--- config.mk ---
export PLATFORM = sky130hd
export DESIGN_NAME = utf8_char_count_and_pick_unit_flat
export DESIGN_NICKNAME = d
export VERILOG_FILES = /design/src/rtl/core/u8cc_pkg.sv /design/src/rtl/core/u8cc_req_if.sv /design/src/rtl/core/u8cc_rsp_if.sv /design/src/rtl/core/u8cc_frame.sv /design/src/rtl/core/u8cc_rsp_reg.sv /design/src/rtl/core/utf8_char_count_and_pick_unit.sv /design/src/flat_wrapper.sv
export SDC_FILE = /design/constraint.sdc
export NUM_CORES = 1
export LEC_CHECK = 0
export BUFFER_PORTS_ARGS = -buffer_cell sky130_fd_sc_hd__buf_2
export CAP_MARGIN = 20
export CORE_AREA = 8 8 93 158
export CTS_BUF_LIST = sky130_fd_sc_hd__clkbuf_8
export DETAILED_ROUTE_END_ITERATION = 12
export DIE_AREA = 0 0 101 166
export PLACE_DENSITY = 0.88
export REMOVE_ABC_BUFFERS = 1
export SLEW_MARGIN = 20
export SYNTH_ARGS = -nofsm -noshare
export SYNTH_HDL_FRONTEND = slang
export SYNTH_SLANG_ARGS = --single-unit
--- constraint.sdc ---
create_clock -name clock -period 4.01 [get_ports clock]
set_clock_uncertainty 0.15 [all_clocks]
set_input_delay 0.2005 -clock clock [delete_from_list [all_inputs] [get_ports clock]]
set_output_delay 0.2005 -clock clock [all_outputs]
set_load 0.02 [all_outputs]
--- src/rtl/core/u8cc_pkg.sv ---
`default_nettype none

package u8cc_pkg;

   // payload widths fixed by the channel formats
   localparam int unsigned TEXT_BYTE_W  = 8;
   localparam int unsigned CHAR_COUNT_W = 16;
   localparam int unsigned CHAR_VALUE_W = 32;
   localparam int unsigned TARGET_W     = 16;

   // utf-8 byte classes: mask and match pattern
   localparam logic [7:0] CONT_MASK  = 8'hC0;
   localparam logic [7:0] CONT_MATCH = 8'h80;
   localparam logic [7:0] LEAD4_MASK = 8'hF8;
   localparam logic [7:0] LEAD4_MATCH = 8'hF0;
   localparam logic [7:0] LEAD3_MASK = 8'hF0;
   localparam logic [7:0] LEAD3_MATCH = 8'hE0;
   localparam logic [7:0] LEAD2_MASK = 8'hE0;
   localparam logic [7:0] LEAD2_MATCH = 8'hC0;
   localparam logic [7:0] ASCII_MASK = 8'h80;
   localparam logic [7:0] ASCII_MATCH = 8'h00;
   localparam logic [7:0] TERM_BYTE  = 8'h00;

   // status codes
   localparam logic STATUS_VALID     = 1'b0;
   localparam logic STATUS_MALFORMED = 1'b1;

   localparam logic [CHAR_VALUE_W-1:0] NOT_FOUND_VALUE = '1;

   // one result beat
   typedef struct packed {
      logic                    status;
      logic [CHAR_COUNT_W-1:0] char_count;
      logic                    found;
      logic [CHAR_VALUE_W-1:0] char_value;
   } rsp_payload_type;

endpackage

`default_nettype wire

--- src/rtl/core/u8cc_req_if.sv ---
`default_nettype none

interface u8cc_req_if
   import u8cc_pkg::*;
   ();
   logic                   valid;
   logic                   ready;
   logic [TEXT_BYTE_W-1:0] text_byte;

   modport source (output valid, output text_byte, input ready);
   modport sink (input valid, input text_byte, output ready);
endinterface

`default_nettype wire

--- src/rtl/core/u8cc_rsp_if.sv ---
`default_nettype none

interface u8cc_rsp_if
   import u8cc_pkg::*;
   ();
   logic                    valid;
   logic                    ready;
   logic                    status;
   logic [CHAR_COUNT_W-1:0] char_count;
   logic                    found;
   logic [CHAR_VALUE_W-1:0] char_value;

   modport source (output valid, output status, output char_count, output found,
                   output char_value, input ready);
   modport sink (input valid, input status, input char_count, input found,
                 input char_value, output ready);
endinterface

`default_nettype wire

--- src/rtl/core/u8cc_frame.sv ---
`default_nettype none

module u8cc_frame
   import u8cc_pkg::*;
#(
   parameter int unsigned COUNT_BITS = 16
) (
   input  wire logic                   clock,
   input  wire logic                   reset,
   input  wire logic                   step,
   input  wire logic [TEXT_BYTE_W-1:0] text_byte,
   input  wire logic [TARGET_W-1:0]    target_index,
   output rsp_payload_type             result
);

   localparam int unsigned WIDE_BITS = (COUNT_BITS > CHAR_COUNT_W) ? COUNT_BITS : CHAR_COUNT_W;
   localparam logic [COUNT_BITS-1:0] COUNT_MAX = '1;

   // per-string state
   logic [1:0]              pend_ff, pend_in;
   logic [CHAR_VALUE_W-1:0] acc_ff, acc_in;
   logic [COUNT_BITS-1:0]   count_ff, count_in;
   logic                    mal_ff, mal_in;
   logic [CHAR_VALUE_W-1:0] cap_val_ff, cap_val_in;
   logic                    cap_ff, cap_in;

   logic                    is_term;
   logic                    is_cont;
   logic                    finish;
   logic                    mal_final;
   logic                    ok;
   logic [WIDE_BITS-1:0]    count_wide;
   logic [CHAR_COUNT_W-1:0] count_sat;

   assign is_term    = (text_byte == TERM_BYTE);
   assign is_cont    = ((text_byte & CONT_MASK) == CONT_MATCH);
   assign count_wide = WIDE_BITS'(count_ff);

   // summary values for the terminator
   assign mal_final = mal_ff | (pend_ff != 2'd0);
   assign ok        = !mal_final && cap_ff;
   assign count_sat = (count_wide > WIDE_BITS'({CHAR_COUNT_W{1'b1}}))
                    ? {CHAR_COUNT_W{1'b1}} : count_wide[CHAR_COUNT_W-1:0];

   always_comb begin
      result.status     = mal_final ? STATUS_MALFORMED : STATUS_VALID;
      result.char_count = mal_final ? '0 : count_sat;
      result.found      = ok;
      result.char_value = ok ? cap_val_ff : NOT_FOUND_VALUE;
   end

   // sequence framing
   always_comb begin
      pend_in    = pend_ff;
      acc_in     = acc_ff;
      count_in   = count_ff;
      mal_in     = mal_ff;
      cap_val_in = cap_val_ff;
      cap_in     = cap_ff;
      finish     = 1'b0;
      if (is_term) begin
         pend_in    = '0;
         acc_in     = '0;
         count_in   = '0;
         mal_in     = 1'b0;
         cap_val_in = '0;
         cap_in     = 1'b0;
      end else if (mal_ff) begin
         mal_in = 1'b1;
      end else if (pend_ff != 2'd0) begin
         if (!is_cont) begin
            mal_in = 1'b1;
         end else begin
            acc_in  = {acc_ff[CHAR_VALUE_W-TEXT_BYTE_W-1:0], text_byte};
            pend_in = pend_ff - 2'd1;
            finish  = (pend_ff == 2'd1);
         end
      end else begin
         acc_in = CHAR_VALUE_W'(text_byte);
         priority if (is_cont) begin
            mal_in = 1'b1;
         end else if ((text_byte & LEAD4_MASK) == LEAD4_MATCH) begin
            pend_in = 2'd3;
         end else if ((text_byte & LEAD3_MASK) == LEAD3_MATCH) begin
            pend_in = 2'd2;
         end else if ((text_byte & LEAD2_MASK) == LEAD2_MATCH) begin
            pend_in = 2'd1;
         end else if ((text_byte & ASCII_MASK) == ASCII_MATCH) begin
            finish = 1'b1;
         end else begin
            mal_in = 1'b1;
         end
      end
      // whole character: capture on first index match, count with saturation
      if (finish) begin
         if (!cap_ff && (count_wide == WIDE_BITS'(target_index))) begin
            cap_val_in = acc_in;
            cap_in     = 1'b1;
         end
         if (count_ff != COUNT_MAX) begin
            count_in = count_ff + COUNT_BITS'(1);
         end
      end
   end

   always_ff @(posedge clock) begin
      if (reset) begin
         pend_ff    <= '0;
         acc_ff     <= '0;
         count_ff   <= '0;
         mal_ff     <= 1'b0;
         cap_val_ff <= '0;
         cap_ff     <= 1'b0;
      end else if (step) begin
         pend_ff    <= pend_in;
         acc_ff     <= acc_in;
         count_ff   <= count_in;
         mal_ff     <= mal_in;
         cap_val_ff <= cap_val_in;
         cap_ff     <= cap_in;
      end
   end

endmodule

`default_nettype wire

--- src/rtl/core/u8cc_rsp_reg.sv ---
`default_nettype none

module u8cc_rsp_reg
   import u8cc_pkg::*;
(
   input  wire logic       clock,
   input  wire logic       reset,
   input  wire logic       load,
   input  wire rsp_payload_type load_data,
   output logic            can_load,
   u8cc_rsp_if.source      rsp_bus
);

   logic            valid_ff, valid_in;
   rsp_payload_type data_ff;

   // slot is free when empty or being drained this cycle
   assign can_load = !valid_ff || rsp_bus.ready;

   always_comb begin
      valid_in = valid_ff;
      if (load) begin
         valid_in = 1'b1;
      end else if (rsp_bus.ready) begin
         valid_in = 1'b0;
      end
   end

   always_ff @(posedge clock) begin
      if (reset) begin
         valid_ff <= 1'b0;
      end else begin
         valid_ff <= valid_in;
      end
      if (load) begin
         data_ff <= load_data;
      end
   end

   // result beat
   assign rsp_bus.valid      = valid_ff;
   assign rsp_bus.status     = data_ff.status;
   assign rsp_bus.char_count = data_ff.char_count;
   assign rsp_bus.found      = data_ff.found;
   assign rsp_bus.char_value = data_ff.char_value;

endmodule

`default_nettype wire

--- src/rtl/core/utf8_char_count_and_pick_unit.sv ---
`default_nettype none

// UTF-8 character counter and picker. Bytes of a zero-terminated string arrive one per beat
// on req_bus and are taken at one byte per cycle. Each byte passes an input register, is framed
// against the sequence state, and the terminating zero byte loads one result beat into the
// output register on rsp_bus: status, saturated character count, found flag and the big-endian
// packed bytes of the character at csr target index. Input stalls only when a terminator waits
// for an output register that still holds an untaken result. Overlong forms and surrogates
// are not rejected. Write the target index only while no string is in flight.
module utf8_char_count_and_pick_unit
   import u8cc_pkg::*;
#(
   parameter int unsigned COUNT_BITS = 16
) (
   input  wire logic                clock,
   input  wire logic                reset,
   u8cc_req_if.sink                 req_bus,
   u8cc_rsp_if.source               rsp_bus,
   input  wire logic                csr_wr_en,
   input  wire logic [TARGET_W-1:0] csr_wr_data
);

   logic                   in_valid_ff, in_valid_in;
   logic [TEXT_BYTE_W-1:0] in_byte_ff;
   logic [TARGET_W-1:0]    target_ff;
   logic                   in_is_term;
   logic                   step;
   logic                   can_load;
   logic                   req_take;
   rsp_payload_type        result;

   // target index register
   always_ff @(posedge clock) begin
      if (reset) begin
         target_ff <= '0;
      end else if (csr_wr_en) begin
         target_ff <= csr_wr_data;
      end
   end

   // input register and stall control
   assign in_is_term    = (in_byte_ff == TERM_BYTE);
   assign step          = in_valid_ff && (!in_is_term || can_load);
   assign req_bus.ready = !in_valid_ff || step;
   assign req_take      = req_bus.valid && req_bus.ready;

   always_comb begin
      in_valid_in = in_valid_ff;
      if (req_take) begin
         in_valid_in = 1'b1;
      end else if (step) begin
         in_valid_in = 1'b0;
      end
   end

   always_ff @(posedge clock) begin
      if (reset) begin
         in_valid_ff <= 1'b0;
      end else begin
         in_valid_ff <= in_valid_in;
      end
      if (req_take) begin
         in_byte_ff <= req_bus.text_byte;
      end
   end

   u8cc_frame #(
      .COUNT_BITS (COUNT_BITS)
   ) u_frame (
      .clock        (clock),
      .reset        (reset),
      .step         (step),
      .text_byte    (in_byte_ff),
      .target_index (target_ff),
      .result       (result)
   );

   u8cc_rsp_reg u_rsp_reg (
      .clock     (clock),
      .reset     (reset),
      .load      (step && in_is_term),
      .load_data (result),
      .can_load  (can_load),
      .rsp_bus   (rsp_bus)
   );

`ifndef SYNTHESIS
   // a malformed string never reports a count or a pick
   a_malformed_clean: assert property (@(posedge clock) disable iff (reset)
      rsp_bus.valid && (rsp_bus.status == STATUS_MALFORMED)
      |-> !rsp_bus.found && (rsp_bus.char_count == '0))
      else $error("malformed result carries count or pick");

   // no pick reads as all ones
   a_not_found_ones: assert property (@(posedge clock) disable iff (reset)
      rsp_bus.valid && !rsp_bus.found |-> (rsp_bus.char_value == NOT_FOUND_VALUE))
      else $error("not-found value is not all ones");

   // input stalls only behind a waiting terminator
   a_stall_cause: assert property (@(posedge clock) disable iff (reset)
      !req_bus.ready |-> in_valid_ff && in_is_term && rsp_bus.valid)
      else $error("input stalled without a waiting terminator");

   // a terminator that steps produces a result beat next cycle
   a_term_result: assert property (@(posedge clock) disable iff (reset)
      step && in_is_term |=> rsp_bus.valid)
      else $error("terminator did not produce a result");
`endif

endmodule

`default_nettype wire
--- src/flat_wrapper.sv ---
// flat-port wrapper written by rule: the top's interface ports become plain ports
module utf8_char_count_and_pick_unit_flat import u8cc_pkg::*;
#(
   parameter int unsigned COUNT_BITS = 16
)
  (clock, reset, csr_wr_en, csr_wr_data, req_bus_valid, req_bus_text_byte, req_bus_ready, rsp_bus_valid, rsp_bus_status, rsp_bus_char_count, rsp_bus_found, rsp_bus_char_value, rsp_bus_ready);
  u8cc_req_if req_bus_i ();
  u8cc_rsp_if rsp_bus_i ();
  input  wire logic clock;
  input  wire logic reset;
  input  wire logic csr_wr_en;
  input  wire logic [TARGET_W-1:0] csr_wr_data;
  input wire logic [$bits(req_bus_i.valid)-1:0] req_bus_valid;
  input wire logic [$bits(req_bus_i.text_byte)-1:0] req_bus_text_byte;
  output wire logic [$bits(req_bus_i.ready)-1:0] req_bus_ready;
  output wire logic [$bits(rsp_bus_i.valid)-1:0] rsp_bus_valid;
  output wire logic [$bits(rsp_bus_i.status)-1:0] rsp_bus_status;
  output wire logic [$bits(rsp_bus_i.char_count)-1:0] rsp_bus_char_count;
  output wire logic [$bits(rsp_bus_i.found)-1:0] rsp_bus_found;
  output wire logic [$bits(rsp_bus_i.char_value)-1:0] rsp_bus_char_value;
  input wire logic [$bits(rsp_bus_i.ready)-1:0] rsp_bus_ready;
  assign req_bus_i.valid = req_bus_valid;
  assign req_bus_i.text_byte = req_bus_text_byte;
  assign req_bus_ready = req_bus_i.ready;
  assign rsp_bus_valid = rsp_bus_i.valid;
  assign rsp_bus_status = rsp_bus_i.status;
  assign rsp_bus_char_count = rsp_bus_i.char_count;
  assign rsp_bus_found = rsp_bus_i.found;
  assign rsp_bus_char_value = rsp_bus_i.char_value;
  assign rsp_bus_i.ready = rsp_bus_ready;
  utf8_char_count_and_pick_unit #(.COUNT_BITS(COUNT_BITS)) u_core (.clock(clock), .reset(reset), .req_bus(req_bus_i), .rsp_bus(rsp_bus_i), .csr_wr_en(csr_wr_en), .csr_wr_data(csr_wr_data));
endmodule
# After elaboration in Yosys (flattened, before gate mapping)
# Index checks and enable logic that the tools add are counted.
# word_totals
out_inout_bits	52
in_bits	29
ff_bits	160
# op_classes
n_eq_ne	10
bitwise	1
n_reduce_logical	20
magnitude_cmp	1
n_addsub	2
n_mux	45
# ops
op	n
two-way mux 32 bit	7
two-way mux 16 bit	4
two-way mux 1 bit	26
adder 16 x 1 -> 16 bit (second input constant)	1
== test 16 bit	1
greater-than comparator 16 bit (second input constant)	1
zero test 8 bit	2
two-way mux 2 bit	8
inequality test 16 bit (second input constant)	1
nonzero test 2 bit	3
== test 5 bit (second input constant)	1
logical AND 1 bit	5
zero test 1 bit	5
AND reduction 5 bit	1
nonzero test 5 bit	1
== test 4 bit (second input constant)	1
== test 3 bit (second input constant)	1
logical OR 1 bit	3
inequality test 3 x 1 -> 1 bit (second input constant)	1
inequality test 3 x 2 -> 1 bit (second input constant)	1
== test 2 x 1 -> 1 bit (second input constant)	1
== test 2 bit (second input constant)	1
inequality test 2 x 1 -> 1 bit (second input constant)	1
subtractor 2 x 1 -> 2 bit (second input constant)	1
bitwise OR 1 bit	1

# Depth between registers and ports, before layout
# Gate-level depths: netlist (run 1).
# depth
ltp_word	10
mapped_depth	8

# Modules after synthesis
# From an unflattened synthesis (run 1), not the netlist that was laid out.
# unflattened
cells_unflattened	620
area_unflattened_um2	6825.3
# by_module_without_submodules
module	cells_per_inst	seq_area_each_um2	instances	area_per_inst_um2
u8cc_frame	492	1681.6	1	4356.7
u8cc_rsp_reg	54	1521.5	1	1547.7
utf8_char_count_and_pick_unit	74	580.6	1	920.9

# Worst setup path before layout (run 1)
# No wires, ideal clock.
# synth_timing
path_kind	flip-flop to flip-flop
start	register u_core.in_byte_ff[4]
end	register u_core.u_rsp_reg.data_ff (netlist bit u_core.u_rsp_reg.rsp_bus.char_count[0]), enable pin
setup_slack_ns	-0.041
setup_time_ns	0.458
synth_period_minus_slack_ns	4.051
path_stages_with_launch	6
required_ns	3.402
t_arrival_ns	3.443
cell_sequence	edfxtp_1 -> or4_1 -> buf_6 -> nor2_4 -> nand2_1 -> nor2_1
# synth_via
elab_chain_len	5
# synth_lines
item	line	text
from (decl)	utf8_char_count_and_pick_unit.sv:24	logic [TEXT_BYTE_W-1:0] in_byte_ff;
from (signal assigned)	utf8_char_count_and_pick_unit.sv:63	in_byte_ff <= req_bus.text_byte;
zero test 8 bit *	utf8_char_count_and_pick_unit.sv:42	assign in_is_term = (in_byte_ff == TERM_BYTE);
zero test 1 bit	utf8_char_count_and_pick_unit.sv:43	assign step = in_valid_ff && (!in_is_term || can_load);
logical OR 1 bit	utf8_char_count_and_pick_unit.sv:43	
logical AND 1 bit	utf8_char_count_and_pick_unit.sv:43	
logical AND 1 bit *	utf8_char_count_and_pick_unit.sv:81	.load (step && in_is_term),
via u_core.u_rsp_reg.load	u8cc_rsp_reg.sv:8	input wire logic load,
to (signal assigned)	u8cc_rsp_reg.sv:36	data_ff <= load_data;
to (decl)	u8cc_rsp_reg.sv:15	rsp_payload_type data_ff;
# Mark *: on every way through the listed nets, which the timed path passes. The rest lies on a longest branch.
# A chain may end at the register's enable or synchronous reset.

# Worst setup path after layout (run 1)
# layout_timing
start	register u_core.in_byte_ff[4]
end	register u_core.u_frame.count_ff[0]
# layout_via
elab_chain_len	8
word_cells_on_any_way	15
# layout_lines
item	line	text
== test 4 bit	u8cc_frame.sv:84	end else if ((text_byte & LEAD3_MASK) == LEAD3_MATCH) begin
two-way mux 1 bit	u8cc_frame.sv:84	
two-way mux 1 bit	u8cc_frame.sv:82	end else if ((text_byte & LEAD4_MASK) == LEAD4_MATCH) begin
two-way mux 1 bit	u8cc_frame.sv:80	priority if (is_cont) begin
two-way mux 1 bit	u8cc_frame.sv:70	end else if (pend_ff != 2'd0) begin
two-way mux 1 bit	u8cc_frame.sv:68	end else if (mal_ff) begin
two-way mux 1 bit	u8cc_frame.sv:61	if (is_term) begin
two-way mux 16 bit	u8cc_frame.sv:95	if (finish) begin
to (signal assigned)	u8cc_frame.sv:117	count_ff <= count_in;
to (decl)	u8cc_frame.sv:22	logic [COUNT_BITS-1:0] count_ff, count_in;
# Parallel ways exist; a longest one is shown, timed or not.

==> results of run 1 <==
==> power by group through the flow <==
| stage | logic [mW] | registers (mW) | clock network, mW |
|---|---|---|---|
| after floorplan | 0.122 | 1.75 | 0 |
| final | 0.214 | 1.72 | 1.24 |
| after global placement | 0.183 | 1.76 | 0 |
| after global routing | 0.231 | 1.72 | 1.34 |
| after CTS | 0.211 | 1.72 | 1.26 |
| after detailed placement | 0.190 | 1.76 | 0 |
==> worst max-delay path, stage by stage (launching register included) <==
cell and delay, ns:
edfxtp_1 0.48, or4_1 0.74, o21ai_4 0.64, nor2_1 0.22
a21oi_2 0.49, mux2_2 0.26
==> final timing paths <==
path / from / to / slack, ns
worst max register to register: u_core.in_byte_ff[4]$_DFFE_PP_ / u_core.u_frame.count_ff[0]$_SDFFE_PP0P_ / 0.97
worst min register to register: u_core.u_frame.cap_val_ff[29]$_SDFFE_PP0P_ / u_core.u_frame.cap_val_ff[29]$_SDFFE_PP0P_ / 0.32
worst min-delay path: rsp_bus_ready / u_core.in_valid_ff$_SDFFE_PP0P_ / 0.04
worst max-delay path: u_core.in_byte_ff[4]$_DFFE_PP_ / u_core.u_frame.count_ff[0]$_SDFFE_PP0P_ / 0.97
==> per-layer routing <==
layer,global-route usage,wire [um]
met2,0.3403,8273
met3,0.05668,910
met4,0.1226,703
met1,0.1623,5093
met5,0,0
==> logic make-up after synthesis <==
family                     Yosys count  share of synthesized area
and+or+nand+nor                    214                     0.1633
adders and majority gates            1                   0.001879
xor gates and xnor gates            16                    0.02105
muxes                               23                    0.03476
AOI/OAI and AO/OA                  141                     0.1721
buffers and inverters               53                    0.03871
DFF                                160                     0.5682
==> flip-flops by register name, summed over array words and instances (netlist names) <==
register / flops
u_core.in_byte_ff: 8
u_core.in_valid_ff: 1
u_core.target_ff: 16
u_core.u_frame.acc_ff: 32
u_core.u_frame.cap_ff: 1
u_core.u_frame.cap_val_ff: 32
u_core.u_frame.count_ff: 16
u_core.u_frame.mal_ff: 1
u_core.u_frame.pend_ff: 2
u_core.u_rsp_reg.rsp_bus.char_count: 16
u_core.u_rsp_reg.rsp_bus.char_value: 32
u_core.u_rsp_reg.rsp_bus.found: 1
u_core.u_rsp_reg.rsp_bus.status: 1
u_core.u_rsp_reg.rsp_bus.valid: 1
==> cell type report <==
cell class                 count  area, um^2
sequential                   160        3784
tap                          171       214.0
inverter                       7       26.28
fill                        1047        4830
clock buffer                  18       247.7
timing repair buffer         114       745.7
multi-input combinational    395        2635
clock inverter                14       180.2
==> placed cells by master, fill, tap and decap left out, types with 15 or more instances in the layout <==
master and instances:
dfxtp_1 102, nor2_1 95, buf_2 80, edfxtp_1 58, nand2b_1 35, a22o_1 32, a2bb2oi_1 31, dlygate4sd3_1 26
a22oi_1 25, mux2i_1 22, clkbuf_8 18, xnor2_1 15
==> what timing repair did <==
item | 4_1_cts | 5_1_grt
hold buffers | 26 | 0
hold endpoints to repair | 26 | 0
endpoints found under the setup margin | 0 | 0
==> per-stage QoR <==
stage	util	instance area (um^2)
2_1_floorplan	-	6427
5_1_grt	0.6186	7833
4_1_cts	0.6184	7830
3_5_place_dp	0.5640	7142
3_3_place_gp	0.5640	7142
6_report	0.6186	7833
==> results.md, run 1 <==
* Clk Latency, worst-skew pair at between 0.4 and 0.5 ns
* Post-route ant nets at 0
* Gpl congestion at 0.9182
* Internal power at 2.430 mW
* Initial antenna violation count at 0
* Hold Slack at between 0.03 and 0.04 ns
* Clock network fraction of design power at 0.391
* Ant diodes at 0
* Core area at around 0.013 mm^2
* H-tree depth at 4
* Chip width at approximately 100 um
* Worst setup margin at 0.9683 ns
* Most common flop cell mapped by yosys: dfxtp_1
* Sequential share of the synthesized area at 0.5682
* Post-synth top area share at 0.3067
* P_sw at between 0.7 and 0.8 mW
* Routed WL at approximately 15000 um
* IO buf count at 80
* CP Data Required Time at 4.25 ns
* Status: completed
* Sw frac at 0.2349
* Worst hold path type: input port to register
* Mean Syn Cell Area at around 11 um^2
* Via density at just under 6
* Layout area overhead at 17.62%
* Cell area after synthesis at 0.006659 mm^2
* Unique masters post-synth at 58
* Row cnt at 55
* Clock Sinks at between 150 and 200
* CTS tree: built
* Seq cells post-synth at 160
* Minimum clock period at 3.042 ns
* F_max at around 330 MHz
* Vias at 5073
* CTS root buffer: clkbuf_8
* Worst slew margin at 0.2465
* MaxCap Viol Count at 0
* Vias in the first global route at 5156
* Period utilization at 0.7585
* Post-synth EDFFs at 58
* Setup violations, final at 0
* NumNets Final at roughly 730
* Setup crit end kind: register
* Design Power at 3.177 mW
* Post-Place Worst Slack at 1.039 ns
* Maximum VDD drop at ~0.32 mV
* Hold depth at 4
* Final setup TNS at 0 ns
* Die Y at roughly 170 um
* Dominant cell type by area after synthesis: dfxtp_1
* DRT Pass-1 Iters at 5
* Top-count cell post-synth: dfxtp_1
* Slew @ Worst Pin at about 1.1 ns
* Largest cells by area after synthesis: dfxtp_1, edfxtp_1, nor2_1, a22o_1, a2bb2oi_1
* Post_cts resized at 0
* Largest net degree at the start of global routing at 56
* First-pass GRT wire length at 24280 um
* Initial DRC Count at 300
* Setup repair bufs after CTS at 0
* Fin cells at about 880
* Sequential fraction of design power at 0.542
* Clock buffer depth at 2
* CP max FO at 26
* Critical Path Source Type: register
* Tot GR Track Use at 0.1842
* Power density cells at 405.6 mW/mm^2
* Dpl cells at ~820
* Clk pin slew, worst setup/hold paths at around 0.08 ns
* # IOs at roughly 80
* DPL Wire Length at between 10000 and 15000 um
* Die ar. at around 0.017 mm^2
* RSZ-0062 raised after global routing: no
* Detailed-route wire length per cell at around 17 um
* DRC at 0
* Critical path type: register to register
* Comb pwr share at 0.067
* Total CTS buffers at 17
* Cells after synthesis at 608
* Share of layout cells above drive strength 1 at 0.1963
* Ys Warns at 0
* Synth cell count leaders: dfxtp_1, nor2_1, edfxtp_1
* Initial Utilization at 0.5259
* GRT overflow at 0
* Leak pwr at 3.002 nW
* R2R depth at 5
* Final max-slew violation count at 0
* Critical path arrival at approximately 3.3 ns
* Hold Vio Cnt, Final at 0
* FFs w/ async S/R, synth at 0
Note: power is estimated with default switching activity, not from simulation.
==> inputs of run 2 (changes only) <==
--- a/config.mk
+++ b/config.mk
@@ -7,11 +7,11 @@
 export LEC_CHECK = 0
 export BUFFER_PORTS_ARGS = -buffer_cell sky130_fd_sc_hd__buf_2
 export CAP_MARGIN = 20
-export CORE_AREA = 8 8 93 158
+export CORE_AREA = 8 8 89 151
 export CTS_BUF_LIST = sky130_fd_sc_hd__clkbuf_8
 export DETAILED_ROUTE_END_ITERATION = 12
-export DIE_AREA = 0 0 101 166
-export PLACE_DENSITY = 0.88
+export DIE_AREA = 0 0 97 159
+export PLACE_DENSITY = 0.91
 export REMOVE_ABC_BUFFERS = 1
 export SLEW_MARGIN = 20
 export SYNTH_ARGS = -nofsm -noshare
==> constraint.sdc (replaced) <==
create_clock -name clock -period 2.8 [get_ports clock]
set_clock_uncertainty 0.15 [all_clocks]
set_input_delay 0.14 -clock clock [delete_from_list [all_inputs] [get_ports clock]]
set_output_delay 0.14 -clock clock [all_outputs]
set_load 0.02 [all_outputs]
==> run 2 against run 1 <==
Count of clock-buffer cells in the layout fell by 1. Worst setup slack got worse by 0.76 ns. Hold slack improved by 0.018 ns. Combinational power increased by 49%. Die area decreased by 8.0%. Largest power group unchanged. Highest routed layer unchanged.
==> results.md, run 2 (synthesis results as in run 1) <==
* Hold depth at 3 (-1)
* Largest net degree at the start of global routing at 65 (+16%)
* IO buf count at 80 (unchanged)
* Area after DPL at 0.007134 mm^2 (-0.11%)
* Core area at 0.01139 mm^2 (-10%)
* Initial antenna violation count at 0 (unchanged)
* Critical Path Source Type: register
* Period utilization at 0.9247 (+0.1662)
* Setup repair bufs after CTS at 0 (unchanged)
* DRT Pass-1 Iters at 8 (+3)
* Clock buffer depth at 2 (unchanged)
* Routed WL at 15730 um (+5.0%)
* Hold Vio Cnt, Final at 0 (unchanged)
* DPL Wire Length at 10200 um (-3.2%)
* Slew @ Worst Pin at 1.063 ns (-0.06706 ns)
* Buf+Inv Stages, Crit Path at 0 (unchanged)
* Critical R2R Launch: u_core.in_byte_ff[7]$_DFFE_PP_
* H-tree depth at 4 (unchanged)
* Fin cells at 850 (-3.3%)
* Tot GR Track Use at 0.1995 (+0.01528)
* Hold_sp: csr_wr_en
* Worst R2R End: u_core.u_frame.pend_ff[0]$_SDFFE_PP0P_
* Initial Utilization at 0.5848 (+0.05895)
* Row cnt at 52 (-5.5%)
* Gpl congestion at 0.9067 (-1.3%)
* Chip width at 97 um (-4.0%)
* Clk pin slew, worst setup/hold paths at 0.09 ns (about the same)
* Critical path type: register to register
* Clock Sinks at 160 (unchanged)
* Most common cell after layout, fill and taps aside: dfxtp_1
* Leak pwr at 3.046 nW (+1.4%)
* R2r setup slk at 0.21 ns (-0.76 ns)
* RSZ-0062 raised after global routing: no
* # IOs at 81 (unchanged)
* Vias in the first global route at 5251 (+1.8%)
* Most frequent cells in the layout: dfxtp_1, nor2_1, buf_2
* DRC at 0 (unchanged)
* CTS root buffer: clkbuf_8
* Setup crit end kind: register
* Hold path endpoint: u_core.target_ff[11]$_SDFFE_PP0P_
* Power density cells at 587.2 mW/mm^2 (+45%)
* Crit-path max cell delay at 0.83 ns (+0.09 ns)
* Share of layout cells above drive strength 1 at 0.1986 (+0.002274)
* Status: completed
* MaxCap Viol Count at 0 (unchanged)
* Core Util, Final at 0.6888 (+0.07021)
* R2R depth at 5 (unchanged)
* Critical Path, Cell by Cell: or4_1 -> nor2_4 -> a21boi_0 -> a21oi_1 -> a21o_1
* Worst hold path type: input port to register
* First-pass GRT wire length at 25140 um (+3.5%)
* Cell area after layout at 0.007843 mm^2 (+0.13%)
* Worst slew margin at 0.2848 (+0.03834)
* Ant diodes at 0 (unchanged)
* Final max-slew violation count at 0 (unchanged)
* Layout area overhead at 17.78%
* Setup violations, final at 0 (unchanged)
* NumNets Final at 732 (+0.97%)
* Die ar. at 0.01542 mm^2 (-8.0%)
* F_max at 386.2 MHz (+17%)
* Crit path max-delay cell type: a21boi_0
* GRT overflow at 0 (unchanged)
* Dpl cells at 790 (-3.8%)
* Maximum VDD drop at 0.4352 mV (+35%)
* Minimum clock period at 2.589 ns (-0.4526 ns)
* Critical path arrival at 2.79 ns (-0.49 ns)
* Initial DRC Count at 404 (+35%)
* Die Y at 159 um (-4.2%)
* CTS tree: built
* CP max FO at 7 (-73%)
* Post-route ant nets at 0 (unchanged)
* Total CTS buffers at 17 (unchanged)
* Vias at 5197 (+2.4%)
* Detailed-route wire length per cell at 18.50 um (+8.6%)
* Post_cts resized at 0 (unchanged)
* CP Data Required Time at 3.00 ns (-1.25 ns)
* Crit path max-delay family: compound AO/OA/AOI/OAI gates
* Via density at 6.114 (+5.9%)
* Clk Latency, worst-skew pair at 0.46 ns (about the same)
==> run 2: changes by cell type in the layout (fill, tap and decap cells not counted) <==
| cell | previous run | this run |
|---|---|---|
| a21boi_0 | 0 | 1 |
| inv_8 | 1 | 2 |
| clkinvlp_4 | 3 | 1 |
| and3_1 | 8 | 9 |
| dlygate4sd3_1 | 26 | 28 |
| clkbuf_8 | 18 | 17 |
| and3_2 | 1 | 0 |
| buf_4 | 6 | 11 |
| inv_6 | 4 | 6 |
| and2_2 | 1 | 0 |
| and2_1 | 14 | 15 |
| a21boi_1 | 1 | 0 |
==> run 2: layout make-up <==
type / count / area (um^2)
multi-input combinational: 395 / 2633
sequential: 160 / 3784
clock inverter: 15 / 193.9
tap: 135 / 168.9
inverter: 7 / 26.28
clock buffer: 17 / 234.0
fill: 763 / 3543
timing repair buffer: 121 / 803.3
==> run 2: routing by layer <==
layer  wire length, um  track usage  vias to the layer above
li1                  -            -                     2407
met1              5508       0.1869                     2484
met2              8390       0.3599                      222
met3               933      0.05647                       84
met4               894       0.1407                        0
met5                 0            0                        -
==> run 2: how the worst max path moves through the flow <==
stage	start	endpoint	cells past startpoint
after floorplan	u_core.in_byte_ff[4]$_DFFE_PP_	u_core.u_rsp_reg.rsp_bus.char_count[0]$_SDFFCE_PP0P_	4
after global placement	u_core.in_byte_ff[3]$_DFFE_PP_	u_core.u_frame.cap_val_ff[23]$_SDFFE_PP0P_	6
after detailed placement	u_core.u_frame.count_ff[1]$_SDFFE_PP0P_	u_core.u_frame.count_ff[4]$_SDFFE_PP0P_	6
after CTS	u_core.u_frame.count_ff[1]$_SDFFE_PP0P_	u_core.u_frame.count_ff[3]$_SDFFE_PP0P_	6
after global routing	u_core.u_frame.count_ff[1]$_SDFFE_PP0P_	u_core.u_frame.count_ff[11]$_SDFFE_PP0P_	6
final	u_core.in_byte_ff[7]$_DFFE_PP_	u_core.u_frame.pend_ff[0]$_SDFFE_PP0P_	5
==> run 2: where the power goes <==
part / total (mW) / leakage, nW / switching, mW / internal, mW
Clock: 1.82 / 0.218 / 0.911 / 0.909
Sequential: 2.47 / 1.40 / 0.0376 / 2.43
Combinational: 0.318 / 1.42 / 0.184 / 0.133
==> run 2: per-stage QoR <==
step	setup WS [ns]	power (mW)	setup TNS [ns]	hold WS, ns
global placement	0.4270	2.779	0	0.1700
finish	0.2109	4.605	0	0.05633
CTS	0.2698	4.602	0	0.03904
global route	0.06462	4.731	0	0.07311
floorplan	-1.297	2.683	-120.99	0.05907
detailed placement	0.2904	2.794	0	0.1721
==> run 2: worst register-to-register path: stages (launching register included) <==
cell,delay [ns]
edfxtp_1,0.51
or4_1,0.38
nor2_4,0.08
a21boi_0,0.83
a21oi_1,0.27
a21o_1,0.27
==> run 2: repair_timing <==
item	in CTS	in global routing
hold buffers	28	0
setup endpoints to repair	0	0
endpoints found under the hold margin	44	0
==> inputs of run 3 (changes only) <==
--- a/config.mk
+++ b/config.mk
@@ -7,13 +7,13 @@
 export LEC_CHECK = 0
 export BUFFER_PORTS_ARGS = -buffer_cell sky130_fd_sc_hd__buf_2
 export CAP_MARGIN = 20
-export CORE_AREA = 8 8 89 151
+export CORE_AREA = 8 8 90 153
 export CTS_BUF_LIST = sky130_fd_sc_hd__clkbuf_8
 export DETAILED_ROUTE_END_ITERATION = 12
-export DIE_AREA = 0 0 97 159
+export DIE_AREA = 0 0 98 161
 export PLACE_DENSITY = 0.91
-export REMOVE_ABC_BUFFERS = 1
 export SLEW_MARGIN = 20
 export SYNTH_ARGS = -nofsm -noshare
 export SYNTH_HDL_FRONTEND = slang
+export SYNTH_HIERARCHICAL = 1
 export SYNTH_SLANG_ARGS = --single-unit
==> run 3 against run 2 <==
First-iteration DRC count grew 0.99%. Worst setup slack worse by 0.091 ns. Clock power rose by 4%. Non-clock buffer count is 7 higher. Power grew 2.6%. Register-to-register slack lost 0.09 ns. Critical path type unchanged. Maximum frequency fell by 3.4%. Final cell count up 1.9%. Largest power group unchanged. Hold slack got worse by 0.025 ns. Critical path depth rose by 2. Sequential cell count is the same. Sequential share of layout area decreased by 1.4 points.
==> results.md, run 3 <==
* Hold Vio Cnt, Final at 0 (unchanged)
* GRT overflow at 0 (unchanged)
* Vias in the first global route at 5601 (+6.7%)
* Comb pwr share at 0.078 (+0.009)
* Area after DPL at 0.007352 mm^2 (+3.1%)
* Worst slew margin at 0.4217 (+0.1369)
* Mean Syn Cell Area at 11.01 um^2 (+0.52%)
* Post-Place Worst Slack at 0.1686 ns (-0.1218 ns)
* Leak pwr at 2.772 nW (-9.0%)
* Filler Cell Count at 854 (+12%)
* Crit-path max cell delay at 0.55 ns (-0.28 ns)
* Post_cts resized at 0 (unchanged)
* Routed WL at 17480 um (+11%)
* Seq cells post-synth at 160 (unchanged)
* Unique masters post-synth at 64 (+10%)
* Vias at 5420 (+4.3%)
* Largest cells by area after synthesis: dfxtp_1, edfxtp_1, mux2i_1, nand2b_1, a32o_1
* CP max FO at 15 (+8)
* Share of layout cells above drive strength 1 at 0.2209 (+0.02225)
* Post-synth top area share at 0.2992 (-0.007477)
* Layout area overhead at 18.28%
* Slew @ Worst Pin at 0.8634 ns (-0.1999 ns)
* Row cnt at 53 (+1.9%)
* Via density at 6.259 (+2.4%)
* Tot GR Track Use at 0.2265 (+0.02702)
* Clock Sinks at 160 (unchanged)
* Initial Utilization at 0.5815 (-0.003341)
* Core area at 0.01174 mm^2 (+3.1%)
* Most common cell after layout, fill and taps aside: dfxtp_1
* IO buf count at 80 (unchanged)
* Cells after synthesis at 620 (+2.0%)
* Dominant cell type by area after synthesis: dfxtp_1
* Top-count cell post-synth: dfxtp_1
* Post-synth EDFFs at 58 (unchanged)
* Setup crit end kind: register
* RSZ-0062 raised after global routing: no
* Critical path type: register to register
* Largest net degree at the start of global routing at 57 (-12%)
* Synth Net Count at 650
* CP Data Required Time at 2.99 ns (about the same)
* Most common flop cell mapped by yosys: dfxtp_1
* Critical Path, Cell by Cell: or4_4 -> o31a_1 -> inv_1 -> a21o_1 -> nor3_1 -> and3_1 -> a32o_1
* First-pass GRT wire length at 27820 um (+11%)
* Cell area after layout at 0.008073 mm^2 (+2.9%)
* # IOs at 81 (unchanged)
* Minimum clock period at 2.680 ns (+0.09114 ns)
* Final max-slew violation count at 0 (unchanged)
* Critical path arrival at 2.87 ns (+0.08 ns)
* Power density cells at 585.3 mW/mm^2 (-0.32%)
* Initial antenna violation count at 0 (unchanged)
* Die ar. at 0.01578 mm^2 (+2.3%)
* Period utilization at 0.9572 (+0.03255)
* FFs w/ async S/R, synth at 0 (unchanged)
* Setup violations, final at 0 (unchanged)
* DPL Wire Length at 12020 um (+18%)
* Clock network fraction of design power at 0.401 (+0.006)
* DRC at 0 (unchanged)
* F_max at 373.1 MHz (-3.4%)
* Most frequent cells in the layout: dfxtp_1, buf_2, edfxtp_1
* H-tree depth at 4 (unchanged)
* Worst hold path type: input port to register
* NumNets Final at 746 (+1.9%)
* Clk Latency, worst-skew pair at 0.46 ns (about the same)
* Critical Path Source Type: register
* Post-route ant nets at 0 (unchanged)
* Synth cell count leaders: dfxtp_1, edfxtp_1, nor2_1
* MaxCap Viol Count at 0 (unchanged)
* Worst setup margin at 0.1198 ns (-0.09114 ns)
* Detailed-route wire length per cell at 20.19 um (+9.1%)
* Setup repair bufs after CTS at 0 (unchanged)
* Sw frac at 0.2424 (-0.003582)
* Internal power at 3.580 mW (+3.1%)
* Gpl congestion at 0.9558 (+5.4%)
* Total CTS buffers at 17 (unchanged)
* Initial DRC Count at 408 (+0.99%)
* Ant diodes at 0 (unchanged)
* Ys Warns at 6 (+6)
* CTS root buffer: clkbuf_8
* Chip width at 98 um (+1.0%)
* Maximum VDD drop at 0.3712 mV (-15%)
* DRT Pass-1 Iters at 6 (-2)
* Status: completed
* Cell area after synthesis at 0.006825 mm^2 (+2.5%)
* CTS tree: built
* Crit path max-delay cell type: or4_4
* P_sw at 1.145 mW (+1.1%)
* Die Y at 161 um (+1.3%)
* Sequential share of the synthesized area at 0.5544 (-0.01385)
* Clk pin slew, worst setup/hold paths at 0.09 ns (about the same)
* Sequential fraction of design power at 0.521 (-0.015)
* Clock buffer depth at 2 (unchanged)
-- run 3: cell types whose count changed after synthesis, sizes merged, moves of 5 or more --
cell     previous run  this run
nand2              13        29
a22oi              25        17
a221o               5         0
a22o               33        12
o2bb2ai             0        15
a2bb2oi            31         1
nor2               98        45
mux2                1         6
buf                20        26
a32o                0        18
a21oi               8        25
mux2i              22        34
and3                9         4
nand3               9        28
-- run 3: layout make-up --
type                       instances  area (um^2)  area share
clock buffer                      17        234.0     0.02898
clock inverter                    15        216.5     0.02681
inverter                          11        41.29    0.005115
multi-input combinational        398         2773      0.3435
sequential                       160         3784      0.4687
tap                              137        171.4     0.02123
timing repair buffer             128        853.3      0.1057
-- run 3: metrics by stage --
stage	hold slack, ns	utilization	setup TNS, ns	instances	power (mW)
6_report	0.03172	0.6878	0	866	4.725
5_1_grt	0.01908	0.6878	0	866	4.885
4_1_cts	0.0003894	0.6878	0	866	4.745
3_5_place_dp	0.1692	0.6264	0	807	2.839
3_3_place_gp	0.1685	0.6264	0	807	2.827
2_1_floorplan	0.05244	-	-4.088	620	2.733
-- run 3: cells by family (layout without fill, tap and decap cells) --
group / count (synthesis) / in the layout / synth area share
AOI/OAI and AO/OA: 126 / 126 / 0.1461
xor gates and xnor gates: 17 / 17 / 0.02181
adders and majority gates: 1 / 1 / 0.001833
buffers and inverters: 62 / 171 / 0.04290
DFF: 160 / 160 / 0.5544
muxes: 40 / 40 / 0.05976
and+or+nand+nor: 214 / 214 / 0.1732
-- run 3: worst max-delay path, delay by kind of cell (launching register included) --
kind	cells	cell delay, ns
flip-flops	1	0.45
AO/OA/AOI/OAI	3	0.81
AND/OR/NAND/NOR	3	1.01
buffers and inverters	1	0.13
-- run 3: metal layers --
| metal | track usage | share of wire |
|---|---|---|
| met1 | 0.2022 | 0.33 |
| met2 | 0.4167 | 0.55 |
| met5 | 0 | 0 |
| met4 | 0.1713 | 0.064 |
| met3 | 0.06595 | 0.058 |
-- run 3: final timing paths --
| kind | start | end | slack [ns] | cells past startpoint |
|---|---|---|---|---|
| setup / recovery | u_core/in_byte_ff[1]$_DFFE_PP_ | u_core/u_frame/cap_val_ff[2]$_SDFFE_PP0P_ | 0.12 | 7 |
| hold / removal | reset | u_core/u_frame/count_ff[8]$_SDFFE_PP0P_ | 0.03 | 3 |
| setup reg to reg | u_core/in_byte_ff[1]$_DFFE_PP_ | u_core/u_frame/cap_val_ff[2]$_SDFFE_PP0P_ | 0.12 | 7 |
| hold reg to reg | u_core/u_frame/cap_val_ff[28]$_SDFFE_PP0P_ | u_core/u_frame/cap_val_ff[28]$_SDFFE_PP0P_ | 0.31 | 1 |
-- run 3: power groups by stage --
stage / Sequential, mW / Combinational, mW / Clock (mW)
final: 2.46 / 0.368 / 1.90
after global routing: 2.47 / 0.397 / 2.02
after CTS: 2.46 / 0.356 / 1.93
after detailed placement: 2.51 / 0.324 / 0
after global placement: 2.51 / 0.315 / 0
after floorplan: 2.51 / 0.225 / 0
-- run 3: repair_timing --
item	CTS	global route
hold buffers	27	0
endpoints found under the hold margin	26	0
endpoints found under the setup margin	0	0
